===== src/hw/rtl/ryiq_pkg.sv =====
// Shared constants, types and fixed-point helpers for the YIQ color correction pipeline.
// Used by rgb15_yiq_calibrated_to_rgb24, ryiq_isqrt and ryiq_div; depends on nothing.
package ryiq_pkg;

    // Fixed-point scale of every internal value.
    localparam int FRAC_BITS = 14;
    localparam int ONE       = 1 << FRAC_BITS;

    // Signed working width: holds values in -4.0 .. +4.0.
    localparam int MW   = FRAC_BITS + 3;
    // Width of a rounded product: holds values in -32.0 .. +32.0.
    localparam int PRW  = FRAC_BITS + 6;
    // Channel value 0 .. 1.0.
    localparam int CW   = FRAC_BITS + 1;
    // Chroma amplitude (square root) and its radicand.
    localparam int RW   = FRAC_BITS + 2;
    localparam int RADW = 2 * RW;
    // Chroma scaling divider: quotient and dividend magnitudes.
    localparam int QW   = FRAC_BITS + 2;
    localparam int DNW  = 2 * FRAC_BITS + 4;

    // Configuration data width and Q.14 rescaling shifts.
    localparam int REG_W = 16;
    localparam int SH_L  = (FRAC_BITS >= 14) ? FRAC_BITS - 14 : 0;
    localparam int SH_R  = (FRAC_BITS < 14) ? 14 - FRAC_BITS : 0;

    typedef logic signed [MW-1:0]  fx_t;
    typedef logic signed [PRW-1:0] wide_t;
    typedef logic [CW-1:0]         chan_t;
    typedef chan_t                 chan_table_t [32];

    // Configuration register indexes.
    typedef enum logic [1:0] {
        REG_HUE_SINE,
        REG_HUE_COSINE,
        REG_GAIN,
        REG_EXCURSION
    } cfg_reg_t;

    // Round a constant given in thousandths to the internal scale, halves up.
    function automatic int kfx(input int milli);
        return (milli * ONE + 500) / 1000;
    endfunction

    localparam fx_t K_Y_R  = MW'(kfx(299));
    localparam fx_t K_Y_G  = MW'(kfx(587));
    localparam fx_t K_Y_B  = MW'(kfx(114));
    localparam fx_t K_U    = MW'(kfx(492));
    localparam fx_t K_V    = MW'(kfx(877));
    localparam fx_t K_R_I  = MW'(kfx(956));
    localparam fx_t K_R_Q  = MW'(kfx(620));
    localparam fx_t K_G_I  = MW'(kfx(272));
    localparam fx_t K_G_Q  = MW'(kfx(647));
    localparam fx_t K_B_I  = MW'(kfx(1108));
    localparam fx_t K_B_Q  = MW'(kfx(1705));
    localparam wide_t EPS_W = PRW'(kfx(1));
    localparam wide_t ONE_W = PRW'(ONE);

    // 5-bit channel code to 0 .. 1.0, rounded half up.
    function automatic chan_table_t build_chan_table();
        chan_table_t t;
        for (int n = 0; n < 32; n++)
        begin
            t[n] = CW'((n * ONE + 15) / 31);
        end
        return t;
    endfunction

    localparam chan_table_t CHAN_TABLE = build_chan_table();

    // Fixed-point product, rounded half up.
    function automatic wide_t fx_mul(input fx_t a, input fx_t b);
        logic signed [2*MW-1:0] p;
        p = a * b + (2*MW)'(ONE / 2);
        return PRW'(p >>> FRAC_BITS);
    endfunction

endpackage


===== src/hw/rtl/ryiq_isqrt.sv =====
// Pipelined integer square root, one result bit per stage, one radicand per cycle.
// Depends on ryiq_pkg for RW and RADW.
module ryiq_isqrt (
    input  logic                     clk,
    input  logic                     rst_n,
    input  logic                     valid_in,
    input  logic [ryiq_pkg::RADW-1:0] radicand,
    output logic                     valid_out,
    output logic [ryiq_pkg::RW-1:0]   root
);
    import ryiq_pkg::*;

    logic [RADW-1:0] rem_reg  [RW];
    logic [RADW-1:0] res_reg  [RW];
    logic            vld_reg  [RW];
    logic [RADW-1:0] rem_in   [RW];
    logic [RADW-1:0] res_in   [RW];
    logic [RADW-1:0] trial    [RW];
    logic [RADW-1:0] rem_next [RW];
    logic [RADW-1:0] res_next [RW];

    // One digit step per stage, testing bit 4^(RW-1-s).
    always_comb
    begin
        for (int s = 0; s < RW; s++)
        begin
            rem_in[s] = (s == 0) ? radicand : rem_reg[(s == 0) ? 0 : s - 1];
            res_in[s] = (s == 0) ? '0 : res_reg[(s == 0) ? 0 : s - 1];
            trial[s]  = res_in[s] + (RADW'(1) << (2 * (RW - 1 - s)));
            if (rem_in[s] >= trial[s])
            begin
                rem_next[s] = rem_in[s] - trial[s];
                res_next[s] = (res_in[s] >> 1) + (RADW'(1) << (2 * (RW - 1 - s)));
            end
            else
            begin
                rem_next[s] = rem_in[s];
                res_next[s] = res_in[s] >> 1;
            end
        end
    end

    // Valid bits follow the data down the stages.
    always_ff @(posedge clk or negedge rst_n)
    begin
        if (!rst_n)
        begin
            for (int s = 0; s < RW; s++)
            begin
                vld_reg[s] <= 1'b0;
            end
        end
        else
        begin
            vld_reg[0] <= valid_in;
            for (int s = 1; s < RW; s++)
            begin
                vld_reg[s] <= vld_reg[s-1];
            end
        end
    end

    // Partial remainder and root of each stage.
    always_ff @(posedge clk)
    begin
        for (int s = 0; s < RW; s++)
        begin
            rem_reg[s] <= rem_next[s];
            res_reg[s] <= res_next[s];
        end
    end

    assign valid_out = vld_reg[RW-1];
    assign root      = res_reg[RW-1][RW-1:0];

endmodule


===== config.mk =====
export PLATFORM = sky130hd
export DESIGN_NAME = ryiq_isqrt
export DESIGN_NICKNAME = d
export VERILOG_FILES = /design/src/hw/rtl/ryiq_pkg.sv /design/src/hw/rtl/ryiq_isqrt.sv
export SDC_FILE = /design/constraint.sdc
export NUM_CORES = 1
export LEC_CHECK = 0
export ABC_AREA = 1
export BUFFER_PORTS_ARGS = -buffer_cell sky130_fd_sc_hd__clkbuf_2
export CORE_ASPECT_RATIO = 0.8
export CORE_MARGIN = 2
export CORE_UTILIZATION = 57
export CTS_CLUSTER_DIAMETER = 50
export DETAILED_ROUTE_END_ITERATION = 10
export PLACE_DENSITY = 0.79
export RECOVER_POWER = 25
export SLEW_MARGIN = 0
export SYNTH_ARGS = -nofsm -noshare
export SYNTH_HDL_FRONTEND = slang
export SYNTH_SLANG_ARGS = --single-unit

===== constraint.sdc =====
create_clock -name clk -period 1.7 [get_ports clk]
set_input_delay 0.34 -clock clk [delete_from_list [all_inputs] [get_ports clk]]
set_output_delay 0.34 -clock clk [all_outputs]
set_load 0.01 [all_outputs]

==> summary.txt, run 1 <==
Outcome
  • Status: stopped before the end
  • Stop stage: global routing (5_1_grt)
  • Stop Error: [ERROR GRT-0232] Routing congestion too high. Check the congestion heatmap in the GUI.

STA
  • Worst endpoint, post-GRT repair: rem_reg[1][16]$_DFF_P_/D
  • Worst endpoint type: register input

Floorplanning
  • Site Rows: 72
  • Top Ports: 52
  • Starting Density: 57.8%
  • DIE WIDTH: 252 µm
  • Die Span Y: 202 µm

Synthesis
  • Unique masters post-synth: 46
  • Post-synth EDFFs: 0
  • Seq/Total Area, Yosys: 45.5%
  • Post-Syn Instances: 3728
  • Top-count cell post-synth: nand2_1
  • Synth warn: 0
  • Syn_nets: 3913
  • Ys async rst share: 2.53%
  • Ranking of synthesized cells by area: dfxtp_1 (44%), nand2_1 (15%), inv_1 (7.5%), ha_1 (6.7%), nor2_1 (4.8%)
  • Post-synth top cells: nand2_1 (1128), dfxtp_1 (616), inv_1 (560)
  • Area share of the largest cell type after synthesis: 44.0%
  • Most used DFF post-synth: dfxtp_1
  • Cell Area, Synth: 28000 µm²
  • Syn_area_per_cell: 7.51 µm²
  • Largest area contributor in the netlist: dfxtp_1
  • Yosys reg bits: 632

Clock network
  • Total CTS buffers: 61
  • Sink Count: 632
  • Clk buf depth: 3
  • Clock root cell: clkbuf_16
  • # H-tree levels: 2

Placed design
  • Placed cell count: 4997
  • GP Congestion: 0.986
  • Final HPWL DP: 66600 µm
  • Port-buffer cells: 51

Global route
  • GRT Resource Usage Total: 74.5%
  • Largest net degree at the start of global routing: 19
  • Total congestion overflow: 171
logic make-up after synthesis:
logic type      after synthesis  synth area share (%)
simple gates               1950                  29.7
flops                       632                  45.5
buf+inv                     599                  8.48
compound gates              287                  6.23
fa+ha+maj                   150                  6.70
xor+xnor                    110                  3.44
per-stage QoR:
stage | setup WS [ns] | instance area, µm² | hold slack [ns] | util, %
after global placement | -0.511 | 33900 | 0.264 | 69.9
after detailed placement | -0.557 | 33900 | 0.270 | 69.9
after CTS | -0.174 | 40300 | 0.141 | 83.2
after floorplan | 0.000557 | 28300 | 0.0444 | -
layer usage:
layer,GRT overflow,global-route usage [%]
met5,1,30.2
met4,66,74.5
met3,10,60.2
met2,92,91.9
met1,2,73.0
timing repair:
action,in CTS
cloned,10
hold buffers,34
gates resized for setup,875
pin swaps,206
hold endpoints to repair,49
setup endpoints to repair,240
buffers inserted,105
==> run 2: changes to the inputs <==
CORE_ASPECT_RATIO = not set   (was 0.8)
CORE_UTILIZATION = 40   (was 57)
CTS_CLUSTER_DIAMETER = not set   (was 50)
PLACE_DENSITY = not set   (was 0.79)
PLACE_DENSITY_LB_ADDON = 0.15   (was not set)
clock period = 2.2 ns   (was 1.7 ns; I/O delays follow)
==> summary.txt, run 2 <==
Setup path
  • CP Max Fanout: 11
  • Crit path cell chain: inv_1 -> ha_1 -> nand2_1 -> inv_1 -> nand2_4 -> nor3_4 -> nand4_1 -> buf_4 -> nand2_4 -> nor2_4 -> buf_12 -> nand2_1 -> nand2_1
  • Worst setup EP type: register
  • CP max stage cell: dfxtp_1
  • Buf/Inv on CP: 4
  • CP required: 2.68 ns
  • CP peak stage delay: 0.36 ns
  • CP top delay family: simple AND/OR/NAND/NOR gates
  • Cell repeated most along the worst path: nand2_1
  • Critical path class: reg -> reg
  • Arrival time of the worst setup path: 2.61 ns
  • CP startpoint kind: register

Drt
  • Final antenna-violating net count: 0
  • Via/cell ratio: 4.59
  • DR WL/cell: 14.5 µm
  • DR iter-0 viols: 1451
  • Post-Route WL: 72700 µm
  • DRC: 0
  • Drt pass-1 iters: 5
  • Vias: 22920

Synthesis
  • Top-count cell post-synth: nand2_1
  • Yosys reg bits: 632
  • Post-synth EDFFs: 0
  • Area share of the largest cell type after synthesis: 44.0%
  • Syn_nets: 3913
  • Syn_area_per_cell: 7.51 µm²
  • Largest area contributor in the netlist: dfxtp_1
  • Cell Area, Synth: 28000 µm²
  • Ranking of synthesized cells by area: dfxtp_1 (44%), nand2_1 (15%), inv_1 (7.5%), ha_1 (6.7%), nor2_1 (4.8%)
  • Synth warn: 0
  • Post-synth top cells: nand2_1 (1128), dfxtp_1 (616), inv_1 (560)
  • Post-Syn Instances: 3728
  • Seq/Total Area, Yosys: 45.5%
  • Ys async rst share: 2.53%
  • Unique masters post-synth: 46
  • Most used DFF post-synth: dfxtp_1

Placed design
  • Final HPWL DP: 58300 µm
  • Placed cell areas: 30200 µm²
  • GP Congestion: 0.907
  • Port-buffer cells: 51

Final layout
  • Final Cell Area: 33400 µm²
  • Post-layout nets: 4184
  • Most frequent cells in the layout: nand2_1 (1123), dfxtp_1 (614), inv_1 (559)
  • P&R area growth vs syn: 19.3%
  • Layout cell share with drive strength beyond 1: 12.0%
  • Max FFs per register: 480
  • Commonest non-fill, non-tap cell in the layout: nand2_1
  • Diode count: 0
  • Final Util: 48.0%

STA
  • Period utilization: 96.6%
  • Final setup viols: 0
  • Max Clk Rate: 470 MHz
  • Slew headroom: 55.0%
  • Tmin final: 2.13 ns
  • Post-Route Setup TNS: 0 ns
  • Clk_skew: 0.0534 ns
  • Hold Fails Final Rpt: 0
  • Final Max Slew Viols: 0
  • Worst Tran Pin Value: 0.667 ns

Floorplanning
  • DIE WIDTH: 269 µm
  • Top Ports: 52
  • Starting Density: 40.2%
  • Core area: 69700 µm²
  • Die Span Y: 269 µm
  • Site Rows: 97
  • Die area: 72100 µm²

Clock network
  • Clk pin slew, worst setup/hold paths: 0.06 ns
  • # H-tree levels: 3
  • CTS tree: built
  • Clk buf depth: 3
  • Clock Latency Late Sink: 0.64 ns
  • Clock root cell: clkbuf_16
  • Total CTS buffers: 71
  • Sink Count: 632

Pwr
  • P per Cell Area: 1400 nW/µm²
  • Leak pwr: 0.0169 µW
  • Max IR drop VDD: 0.000774 V

Outcome
  • Status: completed

Global route
  • GRT Resource Usage Total: 20.4%
  • Total congestion overflow: 0
  • First-pass GRT wire length: 116000 µm
  • Initial antenna violation count: 1
  • Number of global-route vias before repair: 22231
  • Largest net degree at the start of global routing: 24

Job
  • Max Cap Viol: 0

Min path
  • HP Class: in -> reg
-- run 2: cell counts after synthesis --
No cell type changed its count.
-- run 2: area by class of cell --
cell class / count / area [µm²]
fill: 7030 / 36300
multi-input combinational: 2500 / 13100
sequential: 632 / 12700
inverter: 574 / 2180
clock buffer: 97 / 2040
timing repair buffer: 220 / 1680
tap: 940 / 1180
clock inverter: 32 / 522
-- run 2: routing by layer --
| metal | global-route usage, % | routed length (µm) | up-vias |
|---|---|---|---|
| met1 | 26.9 | 34100 | 10214 |
| met4 | 5.60 | 1360 | 0 |
| met5 | 0 | 0 | - |
| met3 | 3.12 | 3460 | 95 |
| met2 | 34.5 | 33800 | 397 |
| li1 | - | - | 12214 |
-- run 2: final timing paths --
check	depth (start not counted)	slack (ns)	startpoint	end
min reg2reg	0	0.33	res_reg[1][140]	res_reg[1][171]
min in group asynchronous	2	0.29	rst_n	valid_out
min	3	0.07	radicand[31]	rem_reg[0][31]
max in group asynchronous	2	1.63	rst_n	vld_reg[15]
max	13	0.07	res_reg[1][77]	rem_reg[1][108]
max reg2reg	13	0.07	res_reg[1][77]	rem_reg[1][108]
-- run 2: kinds of logic (layout without fill, tap and decap cells) --
family / count (synthesis) / count (layout) / synth area share (%)
simple gates: 1950 / 1953 / 29.7
fa+ha+maj: 150 / 150 / 6.70
xor+xnor: 110 / 110 / 3.44
flops: 632 / 632 / 45.5
compound gates: 287 / 287 / 6.23
buf+inv: 599 / 923 / 8.48
-- run 2: repair_timing --
item                                   CTS  global route
endpoints found under the hold margin   47             0
pin swaps                                4             8
gates cloned                             2             1
resized for setup                       10            55
hold buffers                            32             0
setup buffers                            4             8
setup endpoints to repair               58            97
-- run 2: tightest hold or removal path, cell delays in order --
cell and delay, ns:
clkbuf_2 0.09, nand3_1 0.07, nand2_1 0.06
-- run 2: per-stage QoR --
step	setup slack, ns	cells	total power (µW)	hold slack [ns]
after global placement	-0.354	4819	34100	0.330
after CTS	0.0108	4986	46900	0.0261
final	0.0738	4995	46600	0.0666
after detailed placement	-0.367	4819	34000	0.330
after floorplan	0.450	3728	28500	0.144
after global routing	-0.0198	4995	50300	0.0492
-- run 2: power by group --
part | leakage [µW] | switching, µW | internal [µW]
registers | 0.00535 | 2260 | 14400
clock network | 0.00124 | 4960 | 7560
logic | 0.0103 | 10600 | 6820
total | 0.0169 | 17900 | 28800
(Power assumes the default switching activity.)
==> run 3: changes to the inputs <==
CORE_ASPECT_RATIO = 0.75   (was not set)
==> summary.txt, run 3 (synthesis gave the netlist of run 2 again) <==
Setup path
  • Arrival time of the worst setup path: 2.64 ns
  • Buf/Inv on CP: 2
  • CP peak stage delay: 0.36 ns
  • CP Max Fanout: 7
  • CP startpoint kind: register
  • CP required: 2.73 ns
  • CP top delay family: simple AND/OR/NAND/NOR gates
  • Worst setup EP type: register
  • CP max stage cell: ha_1
  • Worst r2r src: res_reg[1][167]
  • Crit path cell chain: inv_1 -> ha_1 -> nand2_2 -> nor2_2 -> nand3_2 -> nor2_4 -> a21oi_4 -> nand3_4 -> buf_6 -> nand3_1 -> nand2_1
  • Critical path class: reg -> reg
  • Reg2reg path depth: 11
  • R2R Setup Slk: 0.09 ns
  • Critical R2R Capture: rem_reg[1][209]

STA
  • Clk_skew: 0.0214 ns
  • Final setup viols: 0
  • Hold Fails Final Rpt: 0
  • Slew headroom: 61.7%
  • Final Max Slew Viols: 0
  • Period utilization: 95.9%
  • Max Clk Rate: 474 MHz
  • Tmin final: 2.11 ns
  • Worst Tran Pin Value: 0.569 ns

Final layout
  • Layout cell share with drive strength beyond 1: 13.2%
  • Commonest non-fill, non-tap cell in the layout: nand2_1
  • P&R area growth vs syn: 19.7%
  • Max FFs per register: 480
  • Final Util: 48.7%
  • Most frequent cells in the layout: nand2_1 (1122), dfxtp_1 (602), inv_1 (560)
  • Register area: 12700 µm²
  • Post-layout nets: 4193
  • Layout filler cell count: 6795
  • Multi-input gate area: 13300 µm²
  • Final Cell Area: 33500 µm²
  • Diode count: 0

Clock network
  • CTS tree: built
  • Clock root cell: clkbuf_16
  • Total CTS buffers: 66
  • Sink Count: 632
  • # H-tree levels: 3
  • Clock Latency Late Sink: 0.62 ns
  • Clk buf depth: 3
  • Clk pin slew, worst setup/hold paths: 0.07 ns

Global route
  • Initial antenna violation count: 2
  • Total congestion overflow: 0
  • Largest net degree at the start of global routing: 22
  • GRT Resource Usage Total: 22.8%
  • First-pass GRT wire length: 127000 µm
  • Number of global-route vias before repair: 22044

Pwr
  • Leak pwr: 0.0169 µW
  • NetSw: 19100 µW
  • Clk pwr share: 24.7%
  • Max IR drop VDD: 0.000725 V
  • Seq pwr share: 36.0%
  • P per Cell Area: 1410 nW/µm²
  • Combinational group share of total power: 39.3%
  • Switching share of power: 40.3%
  • Cell internal pwr: 28300 µW
  • Power Total: 47300 µW

Floorplanning
  • Core area: 68900 µm²
  • Site Rows: 83
  • Top Ports: 52
  • Starting Density: 40.7%
  • Die area: 72100 µm²
  • DIE WIDTH: 309 µm
  • Die Span Y: 233 µm

Min path
  • Hold depth: 3
  • Hold_sp: radicand[31]
  • HP Class: in -> reg
  • WHS Endpoint: rem_reg[0][31]

Drt
  • Final antenna-violating net count: 0
  • Via/cell ratio: 4.72
  • Vias: 23577
  • Drt pass-1 iters: 6
  • Post-Route WL: 81400 µm
  • DRC: 0
  • DR WL/cell: 16.3 µm
  • DR iter-0 viols: 2147

Placed design
  • Placed cell areas: 30400 µm²
  • Port-buffer cells: 51
  • Final HPWL DP: 65400 µm
  • GP Congestion: 0.948

Job
  • Max Cap Viol: 0

Outcome
  • Status: completed
## run 3: cell types whose count changed in the layout (fill, tap and decap cells not counted), moves of 7 or more
cell     change
dfxtp_2     +12
buf_4       +12
ha_1        -10
nor2_2       +7
dfxtp_1     -12
ha_4        +10
## run 3: how the worst max path moves through the flow
stage | from | endpoint | cells past startpoint
3_3_place_gp | res_reg[1][16] | rem_reg[1][45] | 14
4_1_cts | res_reg[1][14] | rem_reg[1][45] | 14
3_5_place_dp | res_reg[1][14] | rem_reg[1][45] | 14
6_report | res_reg[1][167] | rem_reg[1][209] | 11
5_1_grt | res_reg[1][53] | rem_reg[1][94] | 12
2_1_floorplan | res_reg[1][111] | rem_reg[1][141] | 11
## run 3: metal layers
| metal | global-route usage, % | vias to the layer above | share of wire (%) | routed length, µm |
|---|---|---|---|---|
| li1 | - | 12250 | - | - |
| met5 | 0 | - | 0 | 0 |
| met2 | 28.0 | 669 | 34 | 27700 |
| met4 | 5.64 | 0 | 2.0 | 1630 |
| met1 | 38.1 | 10572 | 56 | 45700 |
| met3 | 4.99 | 86 | 7.8 | 6370 |
## run 3: layout make-up
cell class / count / area share [%]
multi-input cells: 2499 / 39.6
well taps: 935 / 3.49
clock buffers: 86 / 5.55
repair buffers: 235 / 5.47
inverters: 574 / 6.47
flip-flops and latches: 632 / 38.0
clock inverters: 35 / 1.33
## run 3: power groups by stage
stage | logic, µW | clock network, µW | registers, µW
floorplan | 12700 | 0 | 15800
global placement | 17700 | 0 | 17200
detailed placement | 17600 | 0 | 17100
CTS | 17800 | 12000 | 16900
global route | 20900 | 12400 | 17300
finish | 18600 | 11700 | 17000
## run 3: what timing repair did
action | in CTS | in global routing
setup endpoints to repair | 49 | 177
setup buffers | 1 | 7
hold buffers | 32 | 0
pin swaps | 2 | 12
gates resized for setup | 6 | 96
endpoints found under the hold margin | 47 | 0
gates cloned | 2 | 0
## run 3: stage by stage
| stage | hold WS [ns] | cells | setup slack, ns | TNS, ns |
|---|---|---|---|---|
| floorplan | 0.144 | 3728 | 0.450 | 0 |
| global placement | 0.332 | 4833 | -0.433 | -1.65 |
| detailed placement | 0.335 | 4833 | -0.377 | -1.89 |
| CTS | 0.0527 | 4989 | 0.00434 | 0 |
| global route | 0.106 | 4996 | -0.0103 | -0.0269 |
| finish | 0.0889 | 4996 | 0.0901 | 0 |
## run 3: worst reg2reg max path, cell delays in order, from the launching register on
cell	delay, ns
dfxtp_1	0.35
inv_1	0.05
ha_1	0.36
nand2_2	0.11
nor2_2	0.19
nand3_2	0.17
nor2_4	0.17
a21oi_4	0.10
nand3_4	0.14
buf_6	0.15
nand3_1	0.08
nand2_1	0.16
