$ cat src/hw/rtl/ryiq_pkg.sv
// Shared constants, types and fixed-point helpers for the YIQ color correction pipeline.
// Used by rgb15_yiq_calibrated_to_rgb24, ryiq_isqrt and ryiq_div; depends on nothing.
package ryiq_pkg;

    // Fixed-point scale of every internal value.
    localparam int FRAC_BITS = 14;
    localparam int ONE       = 1 << FRAC_BITS;

    // Signed working width: holds values in -4.0 .. +4.0.
    localparam int MW   = FRAC_BITS + 3;
    // Width of a rounded product: holds values in -32.0 .. +32.0.
    localparam int PRW  = FRAC_BITS + 6;
    // Channel value 0 .. 1.0.
    localparam int CW   = FRAC_BITS + 1;
    // Chroma amplitude (square root) and its radicand.
    localparam int RW   = FRAC_BITS + 2;
    localparam int RADW = 2 * RW;
    // Chroma scaling divider: quotient and dividend magnitudes.
    localparam int QW   = FRAC_BITS + 2;
    localparam int DNW  = 2 * FRAC_BITS + 4;

    // Configuration data width and Q.14 rescaling shifts.
    localparam int REG_W = 16;
    localparam int SH_L  = (FRAC_BITS >= 14) ? FRAC_BITS - 14 : 0;
    localparam int SH_R  = (FRAC_BITS < 14) ? 14 - FRAC_BITS : 0;

    typedef logic signed [MW-1:0]  fx_t;
    typedef logic signed [PRW-1:0] wide_t;
    typedef logic [CW-1:0]         chan_t;
    typedef chan_t                 chan_table_t [32];

    // Configuration register indexes.
    typedef enum logic [1:0] {
        REG_HUE_SINE,
        REG_HUE_COSINE,
        REG_GAIN,
        REG_EXCURSION
    } cfg_reg_t;

    // Round a constant given in thousandths to the internal scale, halves up.
    function automatic int kfx(input int milli);
        return (milli * ONE + 500) / 1000;
    endfunction

    localparam fx_t K_Y_R  = MW'(kfx(299));
    localparam fx_t K_Y_G  = MW'(kfx(587));
    localparam fx_t K_Y_B  = MW'(kfx(114));
    localparam fx_t K_U    = MW'(kfx(492));
    localparam fx_t K_V    = MW'(kfx(877));
    localparam fx_t K_R_I  = MW'(kfx(956));
    localparam fx_t K_R_Q  = MW'(kfx(620));
    localparam fx_t K_G_I  = MW'(kfx(272));
    localparam fx_t K_G_Q  = MW'(kfx(647));
    localparam fx_t K_B_I  = MW'(kfx(1108));
    localparam fx_t K_B_Q  = MW'(kfx(1705));
    localparam wide_t EPS_W = PRW'(kfx(1));
    localparam wide_t ONE_W = PRW'(ONE);

    // 5-bit channel code to 0 .. 1.0, rounded half up.
    function automatic chan_table_t build_chan_table();
        chan_table_t t;
        for (int n = 0; n < 32; n++)
        begin
            t[n] = CW'((n * ONE + 15) / 31);
        end
        return t;
    endfunction

    localparam chan_table_t CHAN_TABLE = build_chan_table();

    // Fixed-point product, rounded half up.
    function automatic wide_t fx_mul(input fx_t a, input fx_t b);
        logic signed [2*MW-1:0] p;
        p = a * b + (2*MW)'(ONE / 2);
        return PRW'(p >>> FRAC_BITS);
    endfunction

endpackage

$ cat src/hw/rtl/ryiq_div.sv
// Pipelined unsigned restoring divider, one quotient bit per stage, one item per cycle.
// Depends on ryiq_pkg for DNW, RW and QW; the quotient must fit in QW bits.
module ryiq_div (
    input  logic                     clk,
    input  logic                     rst_n,
    input  logic                     valid_in,
    input  logic [ryiq_pkg::DNW-1:0] dividend,
    input  logic [ryiq_pkg::RW-1:0]  divisor,
    output logic                     valid_out,
    output logic [ryiq_pkg::QW-1:0]  quotient
);
    import ryiq_pkg::*;

    logic [DNW-1:0] rem_reg  [QW];
    logic [RW-1:0]  dsr_reg  [QW];
    logic [QW-1:0]  quo_reg  [QW];
    logic           vld_reg  [QW];
    logic [DNW-1:0] rem_in   [QW];
    logic [RW-1:0]  dsr_in   [QW];
    logic [QW-1:0]  quo_in   [QW];
    logic [DNW-1:0] shifted  [QW];
    logic [DNW-1:0] rem_next [QW];
    logic [QW-1:0]  quo_next [QW];

    // Stage s decides quotient bit QW-1-s.
    always_comb
    begin
        for (int s = 0; s < QW; s++)
        begin
            rem_in[s]  = (s == 0) ? dividend : rem_reg[(s == 0) ? 0 : s - 1];
            dsr_in[s]  = (s == 0) ? divisor : dsr_reg[(s == 0) ? 0 : s - 1];
            quo_in[s]  = (s == 0) ? '0 : quo_reg[(s == 0) ? 0 : s - 1];
            shifted[s] = DNW'(dsr_in[s]) << (QW - 1 - s);
            rem_next[s] = rem_in[s];
            quo_next[s] = quo_in[s];
            if (rem_in[s] >= shifted[s])
            begin
                rem_next[s] = rem_in[s] - shifted[s];
                quo_next[s][QW-1-s] = 1'b1;
            end
        end
    end

    // Valid bits follow the data down the stages.
    always_ff @(posedge clk or negedge rst_n)
    begin
        if (!rst_n)
        begin
            for (int s = 0; s < QW; s++)
            begin
                vld_reg[s] <= 1'b0;
            end
        end
        else
        begin
            vld_reg[0] <= valid_in;
            for (int s = 1; s < QW; s++)
            begin
                vld_reg[s] <= vld_reg[s-1];
            end
        end
    end

    // Remainder, divisor and partial quotient of each stage.
    always_ff @(posedge clk)
    begin
        for (int s = 0; s < QW; s++)
        begin
            rem_reg[s] <= rem_next[s];
            dsr_reg[s] <= dsr_in[s];
            quo_reg[s] <= quo_next[s];
        end
    end

    assign valid_out = vld_reg[QW-1];
    assign quotient  = quo_reg[QW-1];

endmodule

$ cat config.mk
export PLATFORM = sky130hd
export DESIGN_NAME = ryiq_div
export DESIGN_NICKNAME = d
export VERILOG_FILES = /design/src/hw/rtl/ryiq_pkg.sv /design/src/hw/rtl/ryiq_div.sv
export SDC_FILE = /design/constraint.sdc
export NUM_CORES = 1
export LEC_CHECK = 0
export BUFFER_PORTS_ARGS = -buffer_cell sky130_fd_sc_hd__buf_2
export CAP_MARGIN = 20
export CORE_MARGIN = 2
export CORE_UTILIZATION = 50
export CTS_BUF_LIST = sky130_fd_sc_hd__clkbuf_16
export CTS_CLUSTER_DIAMETER = 50
export DETAILED_ROUTE_END_ITERATION = 6
export PLACE_DENSITY = 0.66
export SLEW_MARGIN = 20
export SYNTH_ARGS = -nofsm -noshare
export SYNTH_HDL_FRONTEND = slang
export SYNTH_SLANG_ARGS = --single-unit
export TNS_END_PERCENT = 10
$ cat constraint.sdc
create_clock -name clk -period 3.1 [get_ports clk]
set_input_delay 0.155 -clock clk [delete_from_list [all_inputs] [get_ports clk]]
set_output_delay 0.155 -clock clk [all_outputs]
set_load 0.05 [all_outputs]
==> summary.txt, run 1 <==
YOSYS
--------------------------------------------------------------------------------------
Sequential cell area fraction in the yosys report                                0.489
Synth Warn #                                                                         0
Share of Yosys cell area claimed by the top area cell type                       0.478
Cell taking the most area after synthesis                                 sky130_fd_sc_hd__dfxtp_1
Top post-synthesis cells by area                                          sky130_fd_sc_hd__dfxtp_1 (48%), sky130_fd_sc_hd__ha_1 (8.9%), sky130_fd_sc_hd__xnor2_1 (3.8%)
Most used flip-flop cell after synthesis                                  sky130_fd_sc_hd__dfxtp_1
Number of distinct library cells after synthesis                                    83
Mapped Nets                                                                       4024
Total of flip-flops plus latches after synthesis                                   872
Asr flop ratio synth                                                            0.0183
Post-Syn Area per Cell                                                       9.68 um^2
Synthesized instance count                                                        3702
Number of synthesized flops with an enable pin                                       0
Synthesized cell area                                                       35800 um^2

STA
--------------------------------------------------------------------------------------
Setup TNS Final                                                                   0 ns
Crit share post-route                                                            0.971
Achievable frequency                                                         0.332 GHz
Minimum hold slack                                                            0.142 ns
Setup skew after layout                                                      0.0493 ns
Number of endpoints failing setup at the final stage                                 0
Final count of pins violating max slew                                               0
Setup repair after global routing missed its margin                               true
Worst Max-Slew Pin Slew                                                       0.915 ns
Fin crit period                                                                3.01 ns
Hold violation count in the final report                                             0
Max transition margin                                                            0.384

FINISH
--------------------------------------------------------------------------------------
Final-stage net count                                                             4301
# fillers                                                                         6043
Proportion of layout cells with a drive suffix above 1                           0.126
Number of antenna repair diodes                                                      0
Sequential standard cell area                                               17500 um^2
Share of the core filled with cells in the final layout                          0.593
Combined area of the multi-input logic cells                                17100 um^2
Flip-flop count of the largest register after layout                               480
Area growth, synth to finish                                                     17.8%

CRITICAL PATH
--------------------------------------------------------------------------------------
Endpoint arrival time on the critical path                                     3.56 ns
Number of cells traversed by the worst register-to-register path                    15
Most Frequent Cell on Critical Path                                       sky130_fd_sc_hd__buf_4
Capturing element type of the critical path                                  flip-flop
Max incr delay on CP                                                           0.49 ns
Path type of the worst setup path                                              reg2reg
Start of the worst register-to-register path                              dsr_reg[1][44]
Worst flop-to-flop path endpoint                                          rem_reg[1][124]
Required time at the endpoint of the critical path                             3.66 ns
Worst-path fanout max                                                                4
Gate family responsible for the most delay along the worst path           simple AND/OR/NAND/NOR gates
Library cell contributing the largest single delay on the critical path   sky130_fd_sc_hd__or4_4
Worst setup path start                                                    dsr_reg[1][44]
Startpoint class of the critical path                                        flip-flop
Critical path, cell by cell                                               inv_1 > ha_4 > nand4_1 > buf_6 > or4_4 > nor4_4 > a211oi_2 > nor2_2 > buf_4 > buf_4 > buf_4 > buf_4 > buf_4 > nand3b_1 > xnor2_1
Number of buffers and inverters on the critical path                                 7
Worst R2R Setup Slack                                                          0.09 ns

ROUTING
--------------------------------------------------------------------------------------
Total wire length after detailed routing                                      76300 um
Number of detailed-route iterations in the first pass                                5
Met1 Wirelength                                                               31400 um
Max Used Layer                                                                    met4
WL met2                                                                       39300 um
Via total after detailed routing                                                 26300
Post-route DRC                                                                       0
Met3 wire length                                                               2290 um
Detailed Route Iter0 Violations                                                   1136
Routed wire length per instance                                                15.2 um
Vias/cell                                                                         5.24
Remaining antenna violation count                                                    0

GRT
--------------------------------------------------------------------------------------
Global-route wire length before repair                                       126000 um
Via count of the first global-routing pass                                       26200
GRT overflow                                                                         0
Combined global-route utilization of all metal layers                            0.205
Pin count of the biggest net entering global routing                                35
Antenna violations before repair                                                     0

DIE
--------------------------------------------------------------------------------------
Vertical die dimension                                                          272 um
Die Footprint                                                               73800 um^2
Chip Width                                                                      272 um
Starting utilization of the core area                                            0.503
Number of I/O pins                                                                  68
Core Region                                                                 71200 um^2
Number of placement rows                                                            98

HOLD PATH
--------------------------------------------------------------------------------------
HP Start                                                                   dividend[5]
Min-Delay Endpoint                                                        rem_reg[0][5]
Class of the tightest hold or removal check                                     in2reg
Number of cells traversed by the worst hold path                                     2

CTS
--------------------------------------------------------------------------------------
Number of buffers created by CTS                                                    99
Clock network latency to the later pin of the worst-skew pair                  0.67 ns
Number of H-tree levels                                                              3
Number of clock sinks seen by CTS                                                  872
Clock-pin slew of the registers on the worst-case setup and hold paths         0.06 ns
Maximum buffer depth of the clock tree                                               3
TritonCTS clock tree                                                             built
CTS root buf                                                              sky130_fd_sc_hd__clkbuf_16

RUN STATUS
--------------------------------------------------------------------------------------
Status                                                                    finished clean

POWER
--------------------------------------------------------------------------------------
Power Density                                                             1060 nW/um^2
Leak Pwr                                                                       18.8 nW
Peak supply drop                                                              0.595 mV

PLACE
--------------------------------------------------------------------------------------
Half-perimeter wire length of the detailed placement result                   58200 um
Port Buffers                                                                        67
Routability Congestion                                                           0.898

RUN
--------------------------------------------------------------------------------------
Max-capacitance violation count                                                      0

-- routing by layer --
metal,GRT usage,vias up
li1,-,13400
met5,0,-
met3,0.0299,210
met2,0.391,445
met4,0.0899,0
met1,0.224,12200
-- Yosys cell counts (37+ instances only) --
cell type / n
sky130_fd_sc_hd__mux2_2: 46
sky130_fd_sc_hd__clkbuf_1: 56
sky130_fd_sc_hd__nor4_1: 54
sky130_fd_sc_hd__dfxtp_1: 856
sky130_fd_sc_hd__xnor2_1: 154
sky130_fd_sc_hd__ha_1: 256
sky130_fd_sc_hd__o21ai_0: 204
sky130_fd_sc_hd__nand2b_1: 44
sky130_fd_sc_hd__a21oi_1: 253
sky130_fd_sc_hd__nand3_1: 55
sky130_fd_sc_hd__nor2_1: 234
sky130_fd_sc_hd__inv_1: 342
sky130_fd_sc_hd__nor3_1: 91
sky130_fd_sc_hd__xor2_1: 144
sky130_fd_sc_hd__o21a_1: 37
sky130_fd_sc_hd__nand2_1: 262
sky130_fd_sc_hd__a21o_1: 88
-- repair_timing --
item                                   in CTS  in global routing
hold buffers                               51                  0
gates resized for setup                    15                 57
pin swaps                                   4                 25
setup buffers                               6                  7
setup endpoints to repair                  35                131
endpoints found under the hold margin      66                  0
-- where the power goes --
part           leakage [nW]  total [mW]  internal (mW)  switching [mW]
Sequential             7.38        16.3           14.4            1.97
Clock                  1.65        11.2           6.41            4.74
Combinational          9.80        17.1           7.98            9.14
-- logic make-up (layout without fill, tap and decap cells) --
logic type               after synthesis  after routing  synth area share
AO/OA/AOI/OAI                        836            836             0.147
adder cells (fa/ha/maj)              271            271            0.0977
multiplexers                          52             52            0.0164
flip-flops                           872            872             0.489
AND/OR/NAND/NOR                      964            964             0.133
XOR/XNOR                             298            298            0.0728
buffers and inverters                409            770            0.0436
-- worst max path at each step --
stage	end	slack [ns]	cells after the start
after floorplan	rem_reg[1][42]	0.12	13
after global placement	rem_reg[1][118]	-1.00	10
after detailed placement	rem_reg[1][118]	-0.58	10
after CTS	rem_reg[1][118]	-0.03	11
after global routing	rem_reg[0][252]	-0.05	11
final	rem_reg[1][124]	0.09	15
-- cell type report --
class / count / share of cell area
clock buffers: 100 / 0.0593
clock inverters: 85 / 0.0177
inverters: 344 / 0.0306
multi-input cells: 2421 / 0.405
flip-flops and latches: 872 / 0.416
well taps: 950 / 0.0282
repair buffers: 241 / 0.0440
-- through the flow --
stage | setup slack [ns] | cells | area (um^2) | power [mW]
floorplan | 0.123 | 3702 | 35800 | 28.7
global placement | -1.00 | 4764 | 38100 | 32.9
detailed placement | -0.583 | 4764 | 38100 | 33.1
CTS | -0.0290 | 5006 | 41900 | 44.5
global route | -0.0478 | 5013 | 42200 | 47.7
finish | 0.0910 | 5013 | 42200 | 44.6
-- cell usage in the layout, fill, tap and decap left out, types with 67 or more instances in the layout --
cell and count:
sky130_fd_sc_hd__nor3_1 85, sky130_fd_sc_hd__xnor2_1 153, sky130_fd_sc_hd__ha_1 251, sky130_fd_sc_hd__a21oi_1 249
sky130_fd_sc_hd__nand2_1 262, sky130_fd_sc_hd__o21ai_0 202, sky130_fd_sc_hd__clkbuf_16 100, sky130_fd_sc_hd__dfxtp_1 851
sky130_fd_sc_hd__nor2_1 232, sky130_fd_sc_hd__buf_4 113, sky130_fd_sc_hd__xor2_1 144, sky130_fd_sc_hd__a21o_1 87
sky130_fd_sc_hd__buf_2 67, sky130_fd_sc_hd__inv_1 357
Note: power is estimated with default switching activity, not from simulation.
==> run 2, diff against run 1 <==
CORE_UTILIZATION = 47   (was 50)
PLACE_DENSITY = 0.63   (was 0.66)
REMOVE_ABC_BUFFERS = 1   (was default)
SLEW_MARGIN = default   (was 20)
==> run 2 against run 1 <==
Flip-flop and latch count is the same. Count of clock-buffer cells in the layout is 2 higher. Critical path type unchanged. Non-clock buffer count grew 10.
==> summary.txt, run 2 (synthesized netlist as in run 1, its figures left out) <==
RUN STATUS
--------------------------------------------------------------------------------------
Status                                                                    finished clean   unchanged

STA
--------------------------------------------------------------------------------------
Worst Max-Slew Pin Slew                                                       0.823 ns   was 0.915 ns
Crit share post-route                                                            0.971   about the same
Final count of pins violating max slew                                               0   unchanged
Setup skew after layout                                                      0.0747 ns   was 0.0493 ns
Number of endpoints failing setup at the final stage                                 0   unchanged
Fin crit period                                                                3.01 ns   about the same
Max transition margin                                                            0.437   was 0.384
Final WS setup                                                               0.0911 ns   was 0.0910 ns
Hold violation count in the final report                                             0   unchanged
Achievable frequency                                                         0.332 GHz   about the same
Setup repair after global routing missed its margin                               true   unchanged

CRITICAL PATH
--------------------------------------------------------------------------------------
Gate family responsible for the most delay along the worst path           compound AO/OA/AOI/OAI gates   was simple AND/OR/NAND/NOR gates
Worst flop-to-flop path endpoint                                          rem_reg[0][223]   was rem_reg[1][124]
Library cell contributing the largest single delay on the critical path   sky130_fd_sc_hd__fa_1   was sky130_fd_sc_hd__or4_4
Required time at the endpoint of the critical path                             3.68 ns   was 3.66 ns
Worst-path fanout max                                                                4   unchanged
Worst R2R Setup Slack                                                          0.09 ns   about the same
Number of buffers and inverters on the critical path                                 2   was 7
Critical path, cell by cell                                               inv_1 > ha_1 > inv_1 > fa_1 > a21o_1 > a22oi_1 > a211oi_1 > nor3_1 > o31ai_1 > a21boi_1 > nand3b_1 > xnor2_1   was inv_1 > ha_4 > nand4_1 > buf_6 > or4_4 > nor4_4 > a211oi_2 > nor2_2 > buf_4 > buf_4 > buf_4 > buf_4 > buf_4 > nand3b_1 > xnor2_1
Number of cells traversed by the worst register-to-register path                    12   was 15
Startpoint class of the critical path                                        flip-flop   unchanged
Max incr delay on CP                                                           0.39 ns   was 0.49 ns
Path type of the worst setup path                                              reg2reg   unchanged
Most Frequent Cell on Critical Path                                       sky130_fd_sc_hd__inv_1   was sky130_fd_sc_hd__buf_4
Capturing element type of the critical path                                  flip-flop   unchanged
Start of the worst register-to-register path                              rem_reg[0][169]   was dsr_reg[1][44]
Endpoint arrival time on the critical path                                     3.59 ns   was 3.56 ns

ROUTING
--------------------------------------------------------------------------------------
Total wire length after detailed routing                                      74800 um   was 76300 um
Remaining antenna violation count                                                    0   unchanged
Detailed Route Iter0 Violations                                                   1145   was 1136
Routed wire length per instance                                                14.8 um   was 15.2 um
Vias/cell                                                                         5.18   was 5.24
Number of detailed-route iterations in the first pass                                7   was 5
Post-route DRC                                                                       0   unchanged
Via total after detailed routing                                                 26200   was 26300

HOLD PATH
--------------------------------------------------------------------------------------
Min-Delay Endpoint                                                         vld_reg[15]   was rem_reg[0][5]
Class of the tightest hold or removal check                                     in2reg   unchanged
HP Start                                                                      valid_in   was dividend[5]
Number of cells traversed by the worst hold path                                     2   unchanged

POWER
--------------------------------------------------------------------------------------
Power Density                                                             1060 nW/um^2   about the same
Leak Pwr                                                                       18.9 nW   was 18.8 nW
Clock network fraction of design power                                           0.263   was 0.250
PnR Total Power                                                                45.2 mW   was 44.6 mW
Portion of total power attributed to combinational logic                         0.379   was 0.384
Cell-internal power                                                            29.3 mW   was 28.7 mW
Peak supply drop                                                              0.491 mV   was 0.595 mV
Switching Share                                                                  0.350   was 0.355
Part of the total power dissipated in sequential elements                        0.358   was 0.366
Switching power                                                                15.8 mW   was 15.9 mW

GRT
--------------------------------------------------------------------------------------
Antenna violations before repair                                                     0   unchanged
GRT overflow                                                                         0   unchanged
Global-route wire length before repair                                       122000 um   was 126000 um
Pin count of the biggest net entering global routing                                28   was 35
Via count of the first global-routing pass                                       26700   was 26200
Combined global-route utilization of all metal layers                            0.190   was 0.205

FINISH
--------------------------------------------------------------------------------------
# fillers                                                                         6731   was 6043
Flip-flop count of the largest register after layout                               480   unchanged
Final-stage net count                                                             4314   was 4301
Most frequent cells in the layout                                         sky130_fd_sc_hd__dfxtp_1 (855), sky130_fd_sc_hd__inv_1 (353), sky130_fd_sc_hd__nand2_1 (262), sky130_fd_sc_hd__ha_1 (255), sky130_fd_sc_hd__a21oi_1 (249)   was sky130_fd_sc_hd__dfxtp_1 (851), sky130_fd_sc_hd__inv_1 (357), sky130_fd_sc_hd__nand2_1 (262), sky130_fd_sc_hd__ha_1 (251), sky130_fd_sc_hd__a21oi_1 (249)
Number of antenna repair diodes                                                      0   unchanged
Most common cell after layout, fill and taps aside                        sky130_fd_sc_hd__dfxtp_1   unchanged
Area growth, synth to finish                                                     18.5%   was 17.8%
Proportion of layout cells with a drive suffix above 1                           0.121   was 0.126

CTS
--------------------------------------------------------------------------------------
Clock network latency to the later pin of the worst-skew pair                  0.69 ns   was 0.67 ns
Number of H-tree levels                                                              3   unchanged
CTS root buf                                                              sky130_fd_sc_hd__clkbuf_16   unchanged
Number of buffers created by CTS                                                   102   was 99
Clock-pin slew of the registers on the worst-case setup and hold paths         0.06 ns   about the same
Maximum buffer depth of the clock tree                                               3   unchanged
TritonCTS clock tree                                                             built   unchanged
Number of clock sinks seen by CTS                                                  872   unchanged

PLACE
--------------------------------------------------------------------------------------
Placement Setup Slack                                                        -0.378 ns   was -0.583 ns
Half-perimeter wire length of the detailed placement result                   57300 um   was 58200 um
Port Buffers                                                                        67   unchanged
Routability Congestion                                                           0.908   was 0.898

DIE
--------------------------------------------------------------------------------------
Starting utilization of the core area                                            0.474   was 0.503
Number of placement rows                                                           101   was 98
Number of I/O pins                                                                  68   unchanged
Core Region                                                                 75700 um^2   was 71200 um^2
Vertical die dimension                                                          280 um   was 272 um
Die Footprint                                                               78500 um^2   was 73800 um^2
Chip Width                                                                      280 um   was 272 um

RUN
--------------------------------------------------------------------------------------
Max-capacitance violation count                                                      0   unchanged

==> run 2: worst max path at each step <==
| stage | from | end | slack [ns] | depth (start not counted) |
|---|---|---|---|---|
| floorplan | dsr_reg[0][81] | rem_reg[0][202] | -0.78 | 9 |
| global placement | dsr_reg[1][45] | rem_reg[1][118] | -0.97 | 10 |
| detailed placement | dsr_reg[1][45] | rem_reg[1][118] | -0.38 | 11 |
| CTS | dsr_reg[1][45] | rem_reg[1][118] | 0.002 | 12 |
| global route | rem_reg[0][200] | rem_reg[0][252] | -0.03 | 11 |
| finish | rem_reg[0][169] | rem_reg[0][223] | 0.09 | 12 |
==> run 2: timing repair <==
item                                   in CTS  in global routing
setup endpoints to repair                  42                 88
gates resized for setup                    10                 35
endpoints found under the hold margin      65                  0
pin swaps                                   1                 11
setup buffers                               2                  3
hold buffers                               51                  0
==> run 2: power by group through the flow <==
stage | sequential (mW) | combinational [mW] | clock (mW)
after floorplan | 15.9 | 12.7 | 0
after global placement | 16.4 | 16.6 | 0
after detailed placement | 16.4 | 16.7 | 0
after CTS | 16.2 | 17.0 | 12.2
after global routing | 16.5 | 19.1 | 12.7
final | 16.2 | 17.1 | 11.9
==> run 2: stage by stage <==
step	util	cell area (um^2)	instances	hold slack (ns)	setup TNS, ns
after global placement	0.505	38200	4809	0.0754	-22.33
after detailed placement	0.505	38300	4810	0.0820	-4.31
after CTS	0.559	42300	5050	0.0588	0
after floorplan	-	35600	3637	-0.141	-38.01
after global routing	0.561	42500	5053	0.0807	-0.0761
final	0.561	42500	5053	0.109	0
==> run 2: routing by layer <==
layer	wire length (um)	track usage	vias to the layer above
li1	-	-	13500
met1	26700	0.167	12000
met2	41800	0.398	470
met3	2180	0.0273	234
met4	4110	0.111	0
met5	0	0	-
==> run 2: final cells by class <==
type | instances | area [um^2] | share of cell area
tap | 978 | 1220 | 0.0288
multi-input combinational | 2421 | 17000 | 0.400
inverter | 344 | 1290 | 0.0304
clock inverter | 85 | 916 | 0.0216
sequential | 872 | 17500 | 0.413
clock buffer | 102 | 2550 | 0.0601
timing repair buffer | 251 | 1960 | 0.0461
==> run 2: worst register-to-register path, delay by kind of cell, from the launching register on <==
family / cells / cell delay [ns]
AO/OA/AOI/OAI: 5 / 1.29
XOR/XNOR: 1 / 0.13
adder cells (fa/ha/maj): 2 / 0.56
buffers and inverters: 2 / 0.13
flip-flops: 1 / 0.30
AND/OR/NAND/NOR: 2 / 0.50
==> run 3, diff against run 2 <==
PLACE_DENSITY = 0.74   (was 0.63)
==> run 3 against run 2 <==
Clock skew decreased by 0.011 ns. Critical path depth decreased by 2. Global-route usage decreased by 0.83 points. Cell count decreased by 0.32%. Flip-flop and latch count unchanged. Combinational power about the same. Via count increased by 0.74%. Register-to-register slack about the same. First-iteration DRC count increased by 21%. Non-clock buffer count decreased by 18. Critical endpoint is now rem_reg[1][113]. Highest routed layer unchanged.
==> summary.txt, run 3 (synthesized netlist as in run 1, its figures left out) <==
RUN STATUS
--------------------------------------------------------------------------------------
Status                                                                    finished clean   unchanged

PLACE
--------------------------------------------------------------------------------------
Post-Place Cells                                                                  4785   was 4810
Routability Congestion                                                           0.883   was 0.908
Post-Place Cell Area                                                        38100 um^2   was 38300 um^2
Placement Setup Slack                                                        -0.588 ns   was -0.378 ns
Half-perimeter wire length of the detailed placement result                   53700 um   was 57300 um
Port Buffers                                                                        67   unchanged

CTS
--------------------------------------------------------------------------------------
TritonCTS clock tree                                                             built   unchanged
Number of buffers created by CTS                                                   102   unchanged
Number of H-tree levels                                                              3   unchanged
Clock-pin slew of the registers on the worst-case setup and hold paths         0.06 ns   about the same
Number of clock sinks seen by CTS                                                  872   unchanged
CTS root buf                                                              sky130_fd_sc_hd__clkbuf_16   unchanged
Maximum buffer depth of the clock tree                                               3   unchanged
Clock network latency to the later pin of the worst-skew pair                  0.67 ns   was 0.69 ns

DIE
--------------------------------------------------------------------------------------
Vertical die dimension                                                          280 um   unchanged
Die Footprint                                                               78500 um^2   unchanged
Starting utilization of the core area                                            0.474   unchanged
Number of placement rows                                                           101   unchanged
Number of I/O pins                                                                  68   unchanged
Chip Width                                                                      280 um   unchanged
Core Region                                                                 75700 um^2   unchanged

STA
--------------------------------------------------------------------------------------
Setup skew after layout                                                      0.0635 ns   was 0.0747 ns
Final count of pins violating max slew                                               0   unchanged
Setup TNS Final                                                                   0 ns   unchanged
Fin crit period                                                                3.01 ns   about the same
Crit share post-route                                                            0.971   about the same
Hold violation count in the final report                                             0   unchanged
Setup repair after global routing missed its margin                               true   unchanged
Achievable frequency                                                         0.332 GHz   about the same
Final WS setup                                                               0.0911 ns   about the same
Max transition margin                                                            0.384   was 0.437
Worst Max-Slew Pin Slew                                                       0.916 ns   was 0.823 ns
Number of endpoints failing setup at the final stage                                 0   unchanged
Minimum hold slack                                                            0.131 ns   was 0.109 ns

ROUTING
--------------------------------------------------------------------------------------
Routed wire length per instance                                                14.4 um   was 14.8 um
Via total after detailed routing                                                 26300   was 26200
Detailed Route Iter0 Violations                                                   1386   was 1145
Vias/cell                                                                         5.23   was 5.18
Remaining antenna violation count                                                    0   unchanged
Total wire length after detailed routing                                      72700 um   was 74800 um
Post-route DRC                                                                       0   unchanged
Number of detailed-route iterations in the first pass                                6   was 7

FINISH
--------------------------------------------------------------------------------------
Most frequent cells in the layout                                         sky130_fd_sc_hd__dfxtp_1 (854), sky130_fd_sc_hd__inv_1 (354), sky130_fd_sc_hd__nand2_1 (262), sky130_fd_sc_hd__ha_1 (252), sky130_fd_sc_hd__a21oi_1 (250)   was sky130_fd_sc_hd__dfxtp_1 (855), sky130_fd_sc_hd__inv_1 (353), sky130_fd_sc_hd__nand2_1 (262), sky130_fd_sc_hd__ha_1 (255), sky130_fd_sc_hd__a21oi_1 (249)
Share of the core filled with cells in the final layout                          0.558   was 0.561
Area growth, synth to finish                                                     17.9%   was 18.5%
Count of placed standard cells in the final layout, fillers left out              5037   was 5053
Area of all placed cells without fillers                                    42300 um^2   was 42500 um^2
Number of antenna repair diodes                                                      0   unchanged
# fillers                                                                         6428   was 6731
Most common cell after layout, fill and taps aside                        sky130_fd_sc_hd__dfxtp_1   unchanged
Flip-flop count of the largest register after layout                               480   unchanged
Proportion of layout cells with a drive suffix above 1                           0.117   was 0.121
Final-stage net count                                                             4296   was 4314

CRITICAL PATH
--------------------------------------------------------------------------------------
Critical path, cell by cell                                               inv_1 > ha_1 > nor2b_1 > o31a_1 > o41ai_1 > nand3_1 > and3_1 > o21a_1 > or3_1 > a31o_2   was inv_1 > ha_1 > inv_1 > fa_1 > a21o_1 > a22oi_1 > a211oi_1 > nor3_1 > o31ai_1 > a21boi_1 > nand3b_1 > xnor2_1
Gate family responsible for the most delay along the worst path           compound AO/OA/AOI/OAI gates   unchanged
Instance count on the critical path                                                 10   was 12
Number of cells traversed by the worst register-to-register path                    10   was 12
Number of buffers and inverters on the critical path                                 1   was 2
Worst R2R Setup Slack                                                          0.09 ns   about the same
Worst-path fanout max                                                                6   was 4
Endpoint arrival time on the critical path                                     3.52 ns   was 3.59 ns
Capturing element type of the critical path                                  flip-flop   unchanged
Required time at the endpoint of the critical path                             3.61 ns   was 3.68 ns
Startpoint class of the critical path                                        flip-flop   unchanged
Path type of the worst setup path                                              reg2reg   unchanged
Max incr delay on CP                                                           0.50 ns   was 0.39 ns
Library cell contributing the largest single delay on the critical path   sky130_fd_sc_hd__o41ai_1   was sky130_fd_sc_hd__fa_1

POWER
--------------------------------------------------------------------------------------
Peak supply drop                                                              0.633 mV   was 0.491 mV
Leak Pwr                                                                       18.8 nW   was 18.9 nW
Power Density                                                             1060 nW/um^2   about the same
PnR Total Power                                                                44.8 mW   was 45.2 mW

GRT
--------------------------------------------------------------------------------------
Via count of the first global-routing pass                                       26700   about the same
Global-route wire length before repair                                       119000 um   was 122000 um
Global-route track usage on met3                                                0.0283   was 0.0273
Global-route layer with the greatest usage                                        met2   unchanged
Combined global-route utilization of all metal layers                            0.182   was 0.190
Pin count of the biggest net entering global routing                                29   was 28
GRT overflow                                                                         0   unchanged
Met2 Usage GRT                                                                   0.369   was 0.398
Met1 Track Usage GR                                                              0.168   was 0.167
Antenna violations before repair                                                     0   unchanged

HOLD PATH
--------------------------------------------------------------------------------------
Class of the tightest hold or removal check                                     in2reg   unchanged
Number of cells traversed by the worst hold path                                     2   unchanged

RUN
--------------------------------------------------------------------------------------
Max-capacitance violation count                                                      0   unchanged

## run 3: cell count changes in the layout (fill, tap and decap cells not counted), moves of 2 or more
cell	delta
sky130_fd_sc_hd__ha_1	-3
sky130_fd_sc_hd__buf_4	-17
sky130_fd_sc_hd__nor4_1	-2
sky130_fd_sc_hd__ha_4	+3
sky130_fd_sc_hd__clkinv_4	-4
sky130_fd_sc_hd__nor4_2	+3
sky130_fd_sc_hd__clkinv_1	+5
sky130_fd_sc_hd__inv_2	+2
sky130_fd_sc_hd__bufinv_16	-2
## run 3: area by class of cell
cell class | instances | area [um^2] | area share
well taps | 978 | 1220 | 0.0290
repair buffers | 233 | 1810 | 0.0428
inverters | 344 | 1290 | 0.0306
multi-input cells | 2421 | 17000 | 0.402
flip-flops and latches | 872 | 17500 | 0.415
clock buffers | 102 | 2550 | 0.0604
clock inverters | 87 | 833 | 0.0197
## run 3: timing repair
action,4_1_cts,5_1_grt
pin swaps,3,19
endpoints found under the hold margin,65,0
setup endpoints to repair,38,94
resized for setup,9,41
gates cloned,0,0
hold buffers,51,0
buffers inserted,2,10
## run 3: report_power, final
group | internal, mW | leakage, nW | switching, mW
logic | 7.93 | 9.75 | 9.11
registers | 14.4 | 7.38 | 1.84
clock network | 6.83 | 1.68 | 4.75
total | 29.1 | 18.8 | 15.7
## run 3: final timing paths
path	endpoint	from
worst min-delay path	rem_reg[0][10]	dividend[10]
min in group asynchronous	vld_reg[3]	rst_n
worst min register to register	dsr_reg[1][44]	dsr_reg[1][28]
max in group asynchronous	vld_reg[1]	rst_n
worst max-delay path	rem_reg[1][113]	dsr_reg[1][33]
worst max register to register	rem_reg[1][113]	dsr_reg[1][33]
## run 3: metal layers
metal / vias to the layer above / wire (um)
met2: 556 / 39500
met5: - / 0
li1: 13400 / -
met3: 208 / 2480
met4: 0 / 3640
met1: 12100 / 27100
